`src/rtl/ev_rtd_pkg.sv`:
```
// ----------------------------------------------------------------------------
// ev_rtd_pkg
// Shared types and constants of the precharge / ready-to-drive sequencer.
// ----------------------------------------------------------------------------
package ev_rtd_pkg;

	typedef enum logic [3:0] {
		ST_INIT     = 4'd0,
		ST_VCHECK   = 4'd1,
		ST_WAIT     = 4'd2,
		ST_PC1      = 4'd3,
		ST_PC2      = 4'd4,
		ST_PC3      = 4'd5,
		ST_NOTREADY = 4'd6,
		ST_BUZZER   = 4'd7,
		ST_CHARGING = 4'd8,
		ST_READY    = 4'd9
	} state_t;

	typedef enum logic [1:0] {
		DIR_NEUTRAL = 2'd0,
		DIR_DRIVE   = 2'd1,
		DIR_REVERSE = 2'd2
	} dir_t;

	// Configuration register indexes
	localparam logic [2:0] CFG_MIN_PACK_VOLTAGE   = 3'd0;
	localparam logic [2:0] CFG_PRECHARGE_RATIO_Q8 = 3'd1;
	localparam logic [2:0] CFG_PRECHARGE_TIME_MS  = 3'd2;
	localparam logic [2:0] CFG_CONTACTOR_HOLD_MS  = 3'd3;
	localparam logic [2:0] CFG_BUZZER_TIME_MS     = 3'd4;
	localparam logic [2:0] CFG_MAX_START_THROTTLE = 3'd5;
	localparam logic [2:0] CFG_BUZZER_ENABLE      = 3'd6;

	localparam int CFG_IDX_W  = 3;
	localparam int CFG_DATA_W = 16;

	// Reset values of the configuration registers
	localparam logic [15:0] RST_MIN_PACK_VOLTAGE   = 16'd20000;
	localparam logic [8:0]  RST_PRECHARGE_RATIO_Q8 = 9'd230;
	localparam logic [15:0] RST_PRECHARGE_TIME_MS  = 16'd2000;
	localparam logic [15:0] RST_CONTACTOR_HOLD_MS  = 16'd500;
	localparam logic [15:0] RST_BUZZER_TIME_MS     = 16'd2000;
	localparam logic [15:0] RST_MAX_START_THROTTLE = 16'd500;
	localparam logic        RST_BUZZER_ENABLE      = 1'b1;

	typedef struct packed {
		logic [15:0] min_pack_voltage;
		logic [8:0]  precharge_ratio_q8;
		logic [15:0] precharge_time_ms;
		logic [15:0] contactor_hold_ms;
		logic [15:0] buzzer_time_ms;
		logic [15:0] max_start_throttle;
		logic        buzzer_enable;
	} cfg_t;

	typedef struct packed {
		logic [31:0]        now_ms;
		logic [15:0]        pack_voltage;
		logic signed [15:0] inv_a_voltage;
		logic signed [15:0] inv_b_voltage;
		logic [15:0]        throttle_pos;
		logic               throttle_ok;
		logic               is_charging;
		logic               precharge_pressed;
		logic               air1_closed;
		logic [1:0]         requested_mode;
	} tick_t;

	typedef struct packed {
		state_t vehicle_state;
		dir_t   drive_dir;
		logic   air2_on;
		logic   buzzer_on;
		logic   fans_on;
		logic   pumps_on;
	} result_t;

	// Sequencer context carried from one tick to the next
	typedef struct packed {
		state_t state;
		dir_t   last_dir;
		logic   lockout;
	} ctx_t;

	typedef struct packed {
		ctx_t ctx;
		logic start_load;
	} upd_t;

endpackage

```
`src/rtl/ev_rtd_tick_if.sv`:
```
// ----------------------------------------------------------------------------
// ev_rtd_tick_if
// Input channel: one evaluation tick per beat.
// ----------------------------------------------------------------------------
interface ev_rtd_tick_if;
	logic               valid;
	logic               ready;
	logic [31:0]        now_ms;
	logic [15:0]        pack_voltage;
	logic signed [15:0] inv_a_voltage;
	logic signed [15:0] inv_b_voltage;
	logic [15:0]        throttle_pos;
	logic               throttle_ok;
	logic               is_charging;
	logic               precharge_pressed;
	logic               air1_closed;
	logic [1:0]         requested_mode;

	modport source (
		output valid, now_ms, pack_voltage, inv_a_voltage, inv_b_voltage,
		output throttle_pos, throttle_ok, is_charging, precharge_pressed,
		output air1_closed, requested_mode,
		input  ready
	);

	modport sink (
		input  valid, now_ms, pack_voltage, inv_a_voltage, inv_b_voltage,
		input  throttle_pos, throttle_ok, is_charging, precharge_pressed,
		input  air1_closed, requested_mode,
		output ready
	);
endinterface

```
`src/rtl/ev_rtd_result_if.sv`:
```
// ----------------------------------------------------------------------------
// ev_rtd_result_if
// Output channel: state, direction and relay commands, one beat per tick.
// ----------------------------------------------------------------------------
interface ev_rtd_result_if;
	logic       valid;
	logic       ready;
	logic [3:0] vehicle_state;
	logic [1:0] drive_dir;
	logic       air2_on;
	logic       buzzer_on;
	logic       fans_on;
	logic       pumps_on;

	modport source (
		output valid, vehicle_state, drive_dir, air2_on, buzzer_on, fans_on, pumps_on,
		input  ready
	);

	modport sink (
		input  valid, vehicle_state, drive_dir, air2_on, buzzer_on, fans_on, pumps_on,
		output ready
	);
endinterface

```
`src/rtl/ev_rtd_cfg_if.sv`:
```
// ----------------------------------------------------------------------------
// ev_rtd_cfg_if
// Configuration write channel: register index and write data.
// ----------------------------------------------------------------------------
interface ev_rtd_cfg_if;
	logic        valid;
	logic        ready;
	logic [2:0]  index;
	logic [15:0] data;

	modport source (
		output valid, index, data,
		input  ready
	);

	modport sink (
		input  valid, index, data,
		output ready
	);
endinterface

```
`src/rtl/ev_rtd_step.sv`:
```
// ----------------------------------------------------------------------------
// ev_rtd_step
// Next-state and relay decode for one tick of the startup sequencer.
// ----------------------------------------------------------------------------
module ev_rtd_step #(
	parameter int TICK_BITS = 32
) (
	input  ev_rtd_pkg::ctx_t      ctx,
	input  logic [TICK_BITS-1:0]  stage_start,
	input  ev_rtd_pkg::tick_t     tk,
	input  ev_rtd_pkg::cfg_t      cfg,
	output ev_rtd_pkg::upd_t      upd,
	output ev_rtd_pkg::result_t   res
);
	import ev_rtd_pkg::*;

	logic [TICK_BITS-1:0] now_t;
	logic [TICK_BITS-1:0] delta;
	logic                 pc_elapsed;
	logic                 hold_elapsed;
	logic                 buzz_elapsed;
	logic [24:0]          need;
	logic signed [27:0]   a_sc;
	logic signed [27:0]   b_sc;
	logic                 rok;
	logic signed [20:0]   a_x10;
	logic signed [20:0]   b_x10;
	logic                 bus_low;
	logic                 lock_base;
	logic                 go_req;
	logic                 fwd_ok;
	logic                 rev_ok;
	logic                 run_ok;
	state_t               state_n;
	logic                 lock_n;
	logic                 load_n;
	dir_t                 dir;
	logic                 air2;
	logic                 buzz;
	logic                 fans;
	logic                 pumps;

	// Timers run modulo 2^TICK_BITS
	assign now_t        = TICK_BITS'(tk.now_ms);
	assign delta        = now_t - stage_start;
	assign pc_elapsed   = delta >= TICK_BITS'(cfg.precharge_time_ms);
	assign hold_elapsed = delta >= TICK_BITS'(cfg.contactor_hold_ms);
	assign buzz_elapsed = delta >= TICK_BITS'(cfg.buzzer_time_ms);

	// inv[0.1 V] >= pack[0.01 V] * ratio / 256  <=>  inv * 2560 >= pack * ratio
	assign need = 25'(tk.pack_voltage) * 25'(cfg.precharge_ratio_q8);
	assign a_sc = (28'(tk.inv_a_voltage) <<< 11) + (28'(tk.inv_a_voltage) <<< 9);
	assign b_sc = (28'(tk.inv_b_voltage) <<< 11) + (28'(tk.inv_b_voltage) <<< 9);
	assign rok  = (a_sc >= $signed({3'b000, need})) && (b_sc >= $signed({3'b000, need}));

	// Bus drop-out in ready: inv * 10 < min_pack_voltage
	assign a_x10   = (21'(tk.inv_a_voltage) <<< 3) + (21'(tk.inv_a_voltage) <<< 1);
	assign b_x10   = (21'(tk.inv_b_voltage) <<< 3) + (21'(tk.inv_b_voltage) <<< 1);
	assign bus_low = (a_x10 < $signed({5'b00000, cfg.min_pack_voltage}))
		|| (b_x10 < $signed({5'b00000, cfg.min_pack_voltage}));

	// A neutral request clears the lockout before the state is evaluated
	assign lock_base = ctx.lockout && (tk.requested_mode != DIR_NEUTRAL);
	assign go_req    = (tk.requested_mode == DIR_DRIVE) || (tk.requested_mode == DIR_REVERSE);
	assign fwd_ok    = (tk.requested_mode == DIR_DRIVE) && (ctx.last_dir != DIR_REVERSE);
	assign rev_ok    = (tk.requested_mode == DIR_REVERSE) && (ctx.last_dir != DIR_DRIVE);
	assign run_ok    = !bus_low && !tk.is_charging && tk.throttle_ok;

	// Next state, lockout and stage timer load
	always_comb begin
		state_n = ctx.state;
		lock_n  = lock_base;
		load_n  = 1'b0;
		case (ctx.state)
			ST_INIT: state_n = ST_VCHECK;
			ST_VCHECK: state_n = ST_WAIT;
			ST_WAIT: begin
				if (tk.precharge_pressed && tk.air1_closed
					&& (tk.pack_voltage >= cfg.min_pack_voltage)) begin
					state_n = ST_PC1;
					load_n  = 1'b1;
				end
			end
			ST_PC1: begin
				if (pc_elapsed)
					state_n = ST_PC2;
			end
			ST_PC2: begin
				if (rok) begin
					state_n = ST_PC3;
					load_n  = 1'b1;
				end else begin
					state_n = ST_WAIT;
				end
			end
			ST_PC3: begin
				if (hold_elapsed)
					state_n = rok ? ST_NOTREADY : ST_WAIT;
			end
			ST_NOTREADY: begin
				if (!rok) begin
					state_n = ST_WAIT;
				end else if (tk.is_charging) begin
					state_n = ST_CHARGING;
				end else if (!lock_base && go_req) begin
					lock_n = 1'b1;
					if (tk.throttle_ok && (tk.throttle_pos <= cfg.max_start_throttle)) begin
						state_n = ST_BUZZER;
						load_n  = 1'b1;
					end
				end
			end
			ST_BUZZER: begin
				if (!rok)
					state_n = ST_WAIT;
				else if (tk.is_charging)
					state_n = ST_CHARGING;
				else if (buzz_elapsed)
					state_n = ST_READY;
			end
			ST_CHARGING: begin
				if (!rok)
					state_n = ST_WAIT;
				else if (tk.is_charging)
					lock_n = 1'b1;
				else
					state_n = ST_NOTREADY;
			end
			ST_READY: begin
				if (bus_low) begin
					state_n = ST_WAIT;
				end else if (tk.is_charging) begin
					state_n = ST_CHARGING;
					lock_n  = 1'b1;
				end else if (!tk.throttle_ok) begin
					state_n = ST_WAIT;
				end else if (!(fwd_ok || rev_ok)) begin
					state_n = ST_NOTREADY;
				end
			end
			default: state_n = ST_WAIT;
		endcase
	end

	// Relay commands and direction
	always_comb begin
		dir   = DIR_NEUTRAL;
		air2  = 1'b0;
		buzz  = 1'b0;
		fans  = 1'b0;
		pumps = 1'b0;
		case (ctx.state)
			ST_PC2: air2 = rok;
			ST_PC3: air2 = !hold_elapsed || rok;
			ST_NOTREADY: air2 = rok;
			ST_BUZZER: begin
				air2 = rok;
				buzz = rok && !tk.is_charging && !buzz_elapsed;
			end
			ST_CHARGING: begin
				air2 = rok;
				fans = rok;
			end
			ST_READY: begin
				air2  = !bus_low;
				pumps = run_ok && (fwd_ok || rev_ok);
				if (run_ok && fwd_ok)
					dir = DIR_DRIVE;
				else if (run_ok && rev_ok)
					dir = DIR_REVERSE;
			end
			default: air2 = 1'b0;
		endcase
	end

	assign upd.ctx.state    = state_n;
	assign upd.ctx.last_dir = dir;
	assign upd.ctx.lockout  = lock_n;
	assign upd.start_load   = load_n;

	assign res.vehicle_state = state_n;
	assign res.drive_dir     = dir;
	assign res.air2_on       = air2;
	assign res.buzzer_on     = buzz && cfg.buzzer_enable;
	assign res.fans_on       = fans;
	assign res.pumps_on      = pumps;

endmodule

```
`src/rtl/ev_precharge_ready_to_drive_fsm.sv`:
```
// ----------------------------------------------------------------------------
// ev_precharge_ready_to_drive_fsm
// Startup sequencer of an electric vehicle: precharge, buzzer, charging and
// ready-to-drive, with relay commands out for every evaluation tick.
//
// Channels: tick (sink) takes one evaluation tick per beat; result (source)
// returns one beat per tick with the new state, drive direction and the four
// relay commands; cfg (sink) writes one register per beat and is always ready.
// Path: an accepted tick is registered in the input stage, decoded against
// the sequencer context and shown on result from the result register.
// Throughput: one tick per cycle while result is taken; the input stage and
// the result register are the two stages, and the sequencer context updates
// as a tick moves between them, so the next tick always sees the state left
// by the one before. Stall: when result is not taken, the result register
// holds and the input stage fills; tick.ready drops only while both are full.
// Reset: state goes to init, direction neutral, stage timer 0, drive locked
// out, registers to their defaults; both stages empty.
// ----------------------------------------------------------------------------
module ev_precharge_ready_to_drive_fsm #(
	parameter int TICK_BITS = 32
) (
	input logic               clk,
	input logic               arst_n,
	ev_rtd_tick_if.sink       tick,
	ev_rtd_result_if.source   result,
	ev_rtd_cfg_if.sink        cfg
);
	import ev_rtd_pkg::*;

	cfg_t                 cfg_q;
	ctx_t                 ctx_q;
	logic [TICK_BITS-1:0] start_q;
	tick_t                tick_s1;
	logic                 valid_s1;
	result_t              res_q;
	logic                 res_valid_q;
	tick_t                tick_in;
	upd_t                 upd;
	result_t              res_n;
	logic                 adv;
	logic                 tick_acc;

	assign tick_in.now_ms            = tick.now_ms;
	assign tick_in.pack_voltage      = tick.pack_voltage;
	assign tick_in.inv_a_voltage     = tick.inv_a_voltage;
	assign tick_in.inv_b_voltage     = tick.inv_b_voltage;
	assign tick_in.throttle_pos      = tick.throttle_pos;
	assign tick_in.throttle_ok       = tick.throttle_ok;
	assign tick_in.is_charging       = tick.is_charging;
	assign tick_in.precharge_pressed = tick.precharge_pressed;
	assign tick_in.air1_closed       = tick.air1_closed;
	assign tick_in.requested_mode    = tick.requested_mode;

	// Move the held tick on when the result register is free or being drained
	assign adv        = valid_s1 && (!res_valid_q || result.ready);
	assign tick.ready = !valid_s1 || adv;
	assign tick_acc   = tick.valid && tick.ready;
	assign cfg.ready  = 1'b1;

	always_ff @(posedge clk or negedge arst_n) begin
		if (!arst_n) begin
			cfg_q.min_pack_voltage   <= RST_MIN_PACK_VOLTAGE;
			cfg_q.precharge_ratio_q8 <= RST_PRECHARGE_RATIO_Q8;
			cfg_q.precharge_time_ms  <= RST_PRECHARGE_TIME_MS;
			cfg_q.contactor_hold_ms  <= RST_CONTACTOR_HOLD_MS;
			cfg_q.buzzer_time_ms     <= RST_BUZZER_TIME_MS;
			cfg_q.max_start_throttle <= RST_MAX_START_THROTTLE;
			cfg_q.buzzer_enable      <= RST_BUZZER_ENABLE;
		end else if (cfg.valid) begin
			case (cfg.index)
				CFG_MIN_PACK_VOLTAGE:   cfg_q.min_pack_voltage   <= cfg.data;
				CFG_PRECHARGE_RATIO_Q8: cfg_q.precharge_ratio_q8 <= cfg.data[8:0];
				CFG_PRECHARGE_TIME_MS:  cfg_q.precharge_time_ms  <= cfg.data;
				CFG_CONTACTOR_HOLD_MS:  cfg_q.contactor_hold_ms  <= cfg.data;
				CFG_BUZZER_TIME_MS:     cfg_q.buzzer_time_ms     <= cfg.data;
				CFG_MAX_START_THROTTLE: cfg_q.max_start_throttle <= cfg.data;
				CFG_BUZZER_ENABLE:      cfg_q.buzzer_enable      <= cfg.data[0];
				default: ;
			endcase
		end
	end

	// Input stage
	always_ff @(posedge clk or negedge arst_n) begin
		if (!arst_n)
			valid_s1 <= 1'b0;
		else if (tick_acc)
			valid_s1 <= 1'b1;
		else if (adv)
			valid_s1 <= 1'b0;
	end

	always_ff @(posedge clk) begin
		if (tick_acc)
			tick_s1 <= tick_in;
	end

	ev_rtd_step #(
		.TICK_BITS (TICK_BITS)
	) u_step (
		.ctx         (ctx_q),
		.stage_start (start_q),
		.tk          (tick_s1),
		.cfg         (cfg_q),
		.upd         (upd),
		.res         (res_n)
	);

	// Sequencer context
	always_ff @(posedge clk or negedge arst_n) begin
		if (!arst_n) begin
			ctx_q.state    <= ST_INIT;
			ctx_q.last_dir <= DIR_NEUTRAL;
			ctx_q.lockout  <= 1'b1;
			start_q        <= '0;
		end else if (adv) begin
			ctx_q <= upd.ctx;
			if (upd.start_load)
				start_q <= TICK_BITS'(tick_s1.now_ms);
		end
	end

	// Result register
	always_ff @(posedge clk or negedge arst_n) begin
		if (!arst_n)
			res_valid_q <= 1'b0;
		else if (adv)
			res_valid_q <= 1'b1;
		else if (result.ready)
			res_valid_q <= 1'b0;
	end

	always_ff @(posedge clk) begin
		if (adv)
			res_q <= res_n;
	end

	assign result.valid         = res_valid_q;
	assign result.vehicle_state = res_q.vehicle_state;
	assign result.drive_dir     = res_q.drive_dir;
	assign result.air2_on       = res_q.air2_on;
	assign result.buzzer_on     = res_q.buzzer_on;
	assign result.fans_on       = res_q.fans_on;
	assign result.pumps_on      = res_q.pumps_on;

`ifndef ASSERT_OFF
	// A decoded tick always lands in the result register
	a_adv_result: assert property (@(posedge clk) disable iff (!arst_n)
		adv |=> (result.valid && (ctx_q.state == res_q.vehicle_state)))
		else $error("decoded beat not presented on result");

	// Second contactor stays open before the last precharge stage
	a_air2_states: assert property (@(posedge clk) disable iff (!arst_n)
		(result.valid && result.air2_on) |->
			(result.vehicle_state != ST_INIT && result.vehicle_state != ST_VCHECK
			&& result.vehicle_state != ST_PC1 && result.vehicle_state != ST_PC2))
		else $error("air2 commanded before the last precharge stage");

	// Pumps run only while driving with a direction
	a_pumps_ready: assert property (@(posedge clk) disable iff (!arst_n)
		(result.valid && result.pumps_on) |->
			(result.vehicle_state == ST_READY && result.drive_dir != DIR_NEUTRAL
			&& result.air2_on))
		else $error("pumps on outside ready-to-drive");

	// Buzzer only sounds in its own state
	a_buzz_state: assert property (@(posedge clk) disable iff (!arst_n)
		(result.valid && result.buzzer_on) |->
			(result.vehicle_state == ST_BUZZER && cfg_q.buzzer_enable))
		else $error("buzzer on outside buzzer state");
`endif

endmodule
```
`src/flat_wrapper.sv`:
```
// flat-port wrapper written by rule: the top's interface ports become plain ports
module ev_precharge_ready_to_drive_fsm_flat import ev_rtd_pkg::*;
#(
	parameter int TICK_BITS = 32
)
  (clk, arst_n, tick_valid, tick_now_ms, tick_pack_voltage, tick_inv_a_voltage, tick_inv_b_voltage, tick_throttle_pos, tick_throttle_ok, tick_is_charging, tick_precharge_pressed, tick_air1_closed, tick_requested_mode, tick_ready, result_valid, result_vehicle_state, result_drive_dir, result_air2_on, result_buzzer_on, result_fans_on, result_pumps_on, result_ready, cfg_valid, cfg_index, cfg_data, cfg_ready);
  ev_rtd_tick_if tick_i ();
  ev_rtd_result_if result_i ();
  ev_rtd_cfg_if cfg_i ();
  input logic clk;
  input logic arst_n;
  input wire logic [$bits(tick_i.valid)-1:0] tick_valid;
  input wire logic [$bits(tick_i.now_ms)-1:0] tick_now_ms;
  input wire logic [$bits(tick_i.pack_voltage)-1:0] tick_pack_voltage;
  input wire logic [$bits(tick_i.inv_a_voltage)-1:0] tick_inv_a_voltage;
  input wire logic [$bits(tick_i.inv_b_voltage)-1:0] tick_inv_b_voltage;
  input wire logic [$bits(tick_i.throttle_pos)-1:0] tick_throttle_pos;
  input wire logic [$bits(tick_i.throttle_ok)-1:0] tick_throttle_ok;
  input wire logic [$bits(tick_i.is_charging)-1:0] tick_is_charging;
  input wire logic [$bits(tick_i.precharge_pressed)-1:0] tick_precharge_pressed;
  input wire logic [$bits(tick_i.air1_closed)-1:0] tick_air1_closed;
  input wire logic [$bits(tick_i.requested_mode)-1:0] tick_requested_mode;
  output wire logic [$bits(tick_i.ready)-1:0] tick_ready;
  output wire logic [$bits(result_i.valid)-1:0] result_valid;
  output wire logic [$bits(result_i.vehicle_state)-1:0] result_vehicle_state;
  output wire logic [$bits(result_i.drive_dir)-1:0] result_drive_dir;
  output wire logic [$bits(result_i.air2_on)-1:0] result_air2_on;
  output wire logic [$bits(result_i.buzzer_on)-1:0] result_buzzer_on;
  output wire logic [$bits(result_i.fans_on)-1:0] result_fans_on;
  output wire logic [$bits(result_i.pumps_on)-1:0] result_pumps_on;
  input wire logic [$bits(result_i.ready)-1:0] result_ready;
  input wire logic [$bits(cfg_i.valid)-1:0] cfg_valid;
  input wire logic [$bits(cfg_i.index)-1:0] cfg_index;
  input wire logic [$bits(cfg_i.data)-1:0] cfg_data;
  output wire logic [$bits(cfg_i.ready)-1:0] cfg_ready;
  assign tick_i.valid = tick_valid;
  assign tick_i.now_ms = tick_now_ms;
  assign tick_i.pack_voltage = tick_pack_voltage;
  assign tick_i.inv_a_voltage = tick_inv_a_voltage;
  assign tick_i.inv_b_voltage = tick_inv_b_voltage;
  assign tick_i.throttle_pos = tick_throttle_pos;
  assign tick_i.throttle_ok = tick_throttle_ok;
  assign tick_i.is_charging = tick_is_charging;
  assign tick_i.precharge_pressed = tick_precharge_pressed;
  assign tick_i.air1_closed = tick_air1_closed;
  assign tick_i.requested_mode = tick_requested_mode;
  assign tick_ready = tick_i.ready;
  assign result_valid = result_i.valid;
  assign result_vehicle_state = result_i.vehicle_state;
  assign result_drive_dir = result_i.drive_dir;
  assign result_air2_on = result_i.air2_on;
  assign result_buzzer_on = result_i.buzzer_on;
  assign result_fans_on = result_i.fans_on;
  assign result_pumps_on = result_i.pumps_on;
  assign result_i.ready = result_ready;
  assign cfg_i.valid = cfg_valid;
  assign cfg_i.index = cfg_index;
  assign cfg_i.data = cfg_data;
  assign cfg_ready = cfg_i.ready;
  ev_precharge_ready_to_drive_fsm #(.TICK_BITS(TICK_BITS)) u_core (.clk(clk), .arst_n(arst_n), .tick(tick_i), .result(result_i), .cfg(cfg_i));
endmodule
```
`config.mk`:
```
export PLATFORM = sky130hd
export DESIGN_NAME = ev_precharge_ready_to_drive_fsm_flat
export DESIGN_NICKNAME = d
export VERILOG_FILES = /design/src/rtl/ev_rtd_pkg.sv /design/src/rtl/ev_rtd_tick_if.sv /design/src/rtl/ev_rtd_result_if.sv /design/src/rtl/ev_rtd_cfg_if.sv /design/src/rtl/ev_rtd_step.sv /design/src/rtl/ev_precharge_ready_to_drive_fsm.sv /design/src/flat_wrapper.sv
export SDC_FILE = /design/constraint.sdc
export NUM_CORES = 1
export LEC_CHECK = 0
export BUFFER_PORTS_ARGS = -buffer_cell sky130_fd_sc_hd__buf_2
export CAP_MARGIN = 10
export CORE_MARGIN = 8
export CORE_UTILIZATION = 35
export DETAILED_ROUTE_END_ITERATION = 8
export SKIP_CTS_REPAIR_TIMING = 1
export SLEW_MARGIN = 40
export SYNTH_ARGS = -nofsm -noshare
export SYNTH_HDL_FRONTEND = slang
export SYNTH_SLANG_ARGS = --single-unit
```
`constraint.sdc`:
```
create_clock -name clk -period 21.1 [get_ports clk]
set_input_delay 2.11 -clock clk [delete_from_list [all_inputs] [get_ports clk]]
set_output_delay 2.11 -clock clk [all_outputs]
set_load 0.005 [all_outputs]
```
==> impl_metrics.tcl <==
set metrics [dict create \
    core_area_mm2 0.0574 \
    num_vias 15100 \
    power.density_mw_per_mm2 173 \
    grt_first_pass_wirelength_um 85200 \
    ys_async_sr_fraction 0.539 \
    ant_nets 0 \
    drt_iter0_markers 841 \
    crit_path_start_kind "flop" \
    yosys.cell_count.top_type "inv_1" \
    max-vdd-ir-drop_mv 0.150 \
    syn_avg_cell_area_um2 10.0 \
    layout-drive-gt1-share 0.158 \
    path_max_fanout 32 \
    utilization 0.396 \
    slowest_stage "dfstp_2" \
    synth-main-ff-cell "edfxtp_1" \
    ys_types 88 \
    drc 0 \
    rows 88 \
    clk_pin_slew_ns 0.06 \
    endpoint_kind "flop" \
    synth_area_leaders "edfxtp_1, ha_1, dfrtp_1" \
    status "completed" \
    synth_top_area_share 0.166 \
    rsz0062_at_grt "no" \
    port_buffers 137 \
    die_w_um 256 \
    slew_headroom 0.427 \
    grt_overflow 0 \
    drv_cap 0 \
    leakagePower_nw 10.3 \
    placed_area_mm2 0.0217 \
    ios 139 \
    worstMarginPinSlew_ns 0.848 \
    synth_nets 2496 \
    finalSetupViolCount 0 \
    netlist_area_mm2 0.0202 \
    hold_violations 0 \
    slowest_delay_ns 0.72 \
    ys_seq_area_frac 0.331 \
    synth_common_cells "inv_1, ha_1, nand2_1" \
    clk_latency_ns 0.59 \
    h-tree-depth 1 \
    final.min_clock_period_ns 8.21 \
    fmax_mhz 122 \
    hold_path_class "reg2reg" \
    ys_warn_count 0 \
    area_growth_pct 12.4 \
    grt_max_degree 70 \
    dr.pass1.iters 5 \
    cpMostUsedCell "a21oi_1" \
    place_ws_ns 12.98 \
    initial_core_util 0.353 \
    detail_route.wl_per_cell_um 17.8 \
    cts_tree "done" \
    crit_arrival_ns 8.67 \
    fillers 5622 \
    antenna_found_initial 2 \
    path_class "reg2reg" \
    antenna_cells 0 \
    die_area_mm2 0.0657 \
    timing.final.ws_setup_ns 12.89 \
    yosys.area.top_type "edfxtp_1" \
    cts_buffers 29 \
    cp_data_required_time_ns 21.56 \
    vias_per_cell 5.15 \
    synth_edf_count 112 \
    finalClockSkew_ns 0.0221 \
    nNetsFinal 2622 \
    clkSinkCount 243 \
    grt_pass1_vias 15900 \
    synthCells 2019 \
    fin_crit_sh 0.389 \
    chipHeight_um 256 \
    tns_ns 0 \
    holdWs_ns 0.494 \
    cts-root-buf "clkbuf_16" \
    ys_ff_latch 243 \
    cts_buffer_depth 3 \
    wl_um 52300 \
    stdcell_area_mm2 0.0227 \
    gp_congestion 0.873 \
    gr-usage-all-layers 0.157 \
    hpwlAfterDp_um 41800 \
    finalMaxSlewViolations 0 \
]
final timing paths:
| check | from | to | slack [ns] | depth (start not counted) |
|---|---|---|---|---|
| setup / recovery | u_core.cfg_q[67]$_DFFE_PN1P_ | u_core.start_q[9]$_DFFE_PN0P_ | 12.89 | 32 |
| max in group asynchronous | arst_n | u_core.cfg_q[2]$_DFFE_PN0P_ | 18.48 | 2 |
| setup reg to reg | u_core.cfg_q[67]$_DFFE_PN1P_ | u_core.start_q[9]$_DFFE_PN0P_ | 12.89 | 32 |
| hold reg to reg | u_core.valid_s1$_DFFE_PN0P_ | u_core.result.valid$_DFFE_PN0P_ | 0.49 | 1 |
| hold / removal | u_core.valid_s1$_DFFE_PN0P_ | u_core.result.valid$_DFFE_PN0P_ | 0.49 | 1 |
| min in group asynchronous | arst_n | u_core.start_q[28]$_DFFE_PN0P_ | 1.51 | 1 |
critical path, delay by kind of cell, from the launching register on:
kind	cells	cell delay, ns
XOR/XNOR	1	0.17
buffers and inverters	5	0.51
multiplexers	1	0.37
flip-flops	1	0.72
AND/OR/NAND/NOR	2	0.39
AO/OA/AOI/OAI	17	3.21
adder cells (fa/ha/maj)	6	2.67
cells by family after synthesis:
logic type | Yosys count | share of synthesized area
AO/OA/AOI/OAI | 463 | 0.152
XOR/XNOR | 57 | 0.0247
adder cells (fa/ha/maj) | 351 | 0.255
buffers and inverters | 304 | 0.0588
flip-flops | 243 | 0.331
multiplexers | 77 | 0.0484
other | 1 | 0.000185
AND/OR/NAND/NOR | 523 | 0.130
registers in the layout, indices dropped and copies added (netlist names):
name / count
u_core.result.drive_dir: 2
u_core.cfg_q: 90
u_core.result.pumps_on: 1
u_core.result.buzzer_on: 1
u_core.result.fans_on: 1
u_core.valid_s1: 1
u_core.result.vehicle_state: 4
u_core.result.valid: 1
u_core.start_q: 32
u_core.result.air2_on: 1
u_core.ctx_q: 7
u_core.tick_s1: 102
power breakdown:
part / switching [mW] / internal (mW) / total [mW]
combinational: 1.56 / 1.19 / 2.75
clock: 0.210 / 0.315 / 0.525
sequential: 0.0706 / 0.591 / 0.662
through the flow:
step,power [mW],cells
2_1_floorplan,2.74,2019
3_3_place_gp,3.36,2877
3_5_place_dp,3.39,2879
4_1_cts,3.96,2933
5_1_grt,4.39,2933
6_report,3.93,2933
placed cells by master (no fill, tap or decap), types with 6 or more instances in the layout:
cell type,count
a211o_1,7
a211oi_1,21
a21o_1,45
a21oi_1,103
a31oi_1,10
and2_1,75
and3_1,14
buf_2,136
buf_4,6
clkbuf_16,29
dfrtp_1,95
dfstp_2,36
edfxtp_1,112
fa_1,102
ha_1,249
inv_1,252
mux2_2,47
mux2_4,30
nand2_1,176
nand2b_1,32
nand3_1,18
nand3b_1,7
nand4_1,27
nor2_1,89
nor2b_1,13
nor3_1,17
nor4_1,10
o2111ai_1,7
o211ai_1,15
o21a_1,32
o21ai_0,131
o21bai_1,15
o31a_1,7
or2_2,7
or3_1,10
xnor2_1,40
xor2_1,17
layout make-up:
type                       count  area [um^2]  share of cell area
sequential                   243         6690               0.294
timing repair buffer         146          771              0.0339
clock inverter                16          191             0.00842
inverter                     253          950              0.0418
multi-input combinational   1472        12400               0.544
clock buffer                  38          800              0.0352
tap                          765          957              0.0421
per-layer routing:
layer	part of all wire	wire length [um]	global-route usage
met1	0.44	23200	0.199
met2	0.50	26000	0.282
met3	0.031	1600	0.0183
met4	0.029	1530	0.0432
met5	0	0	0
(Power assumes the default switching activity.)
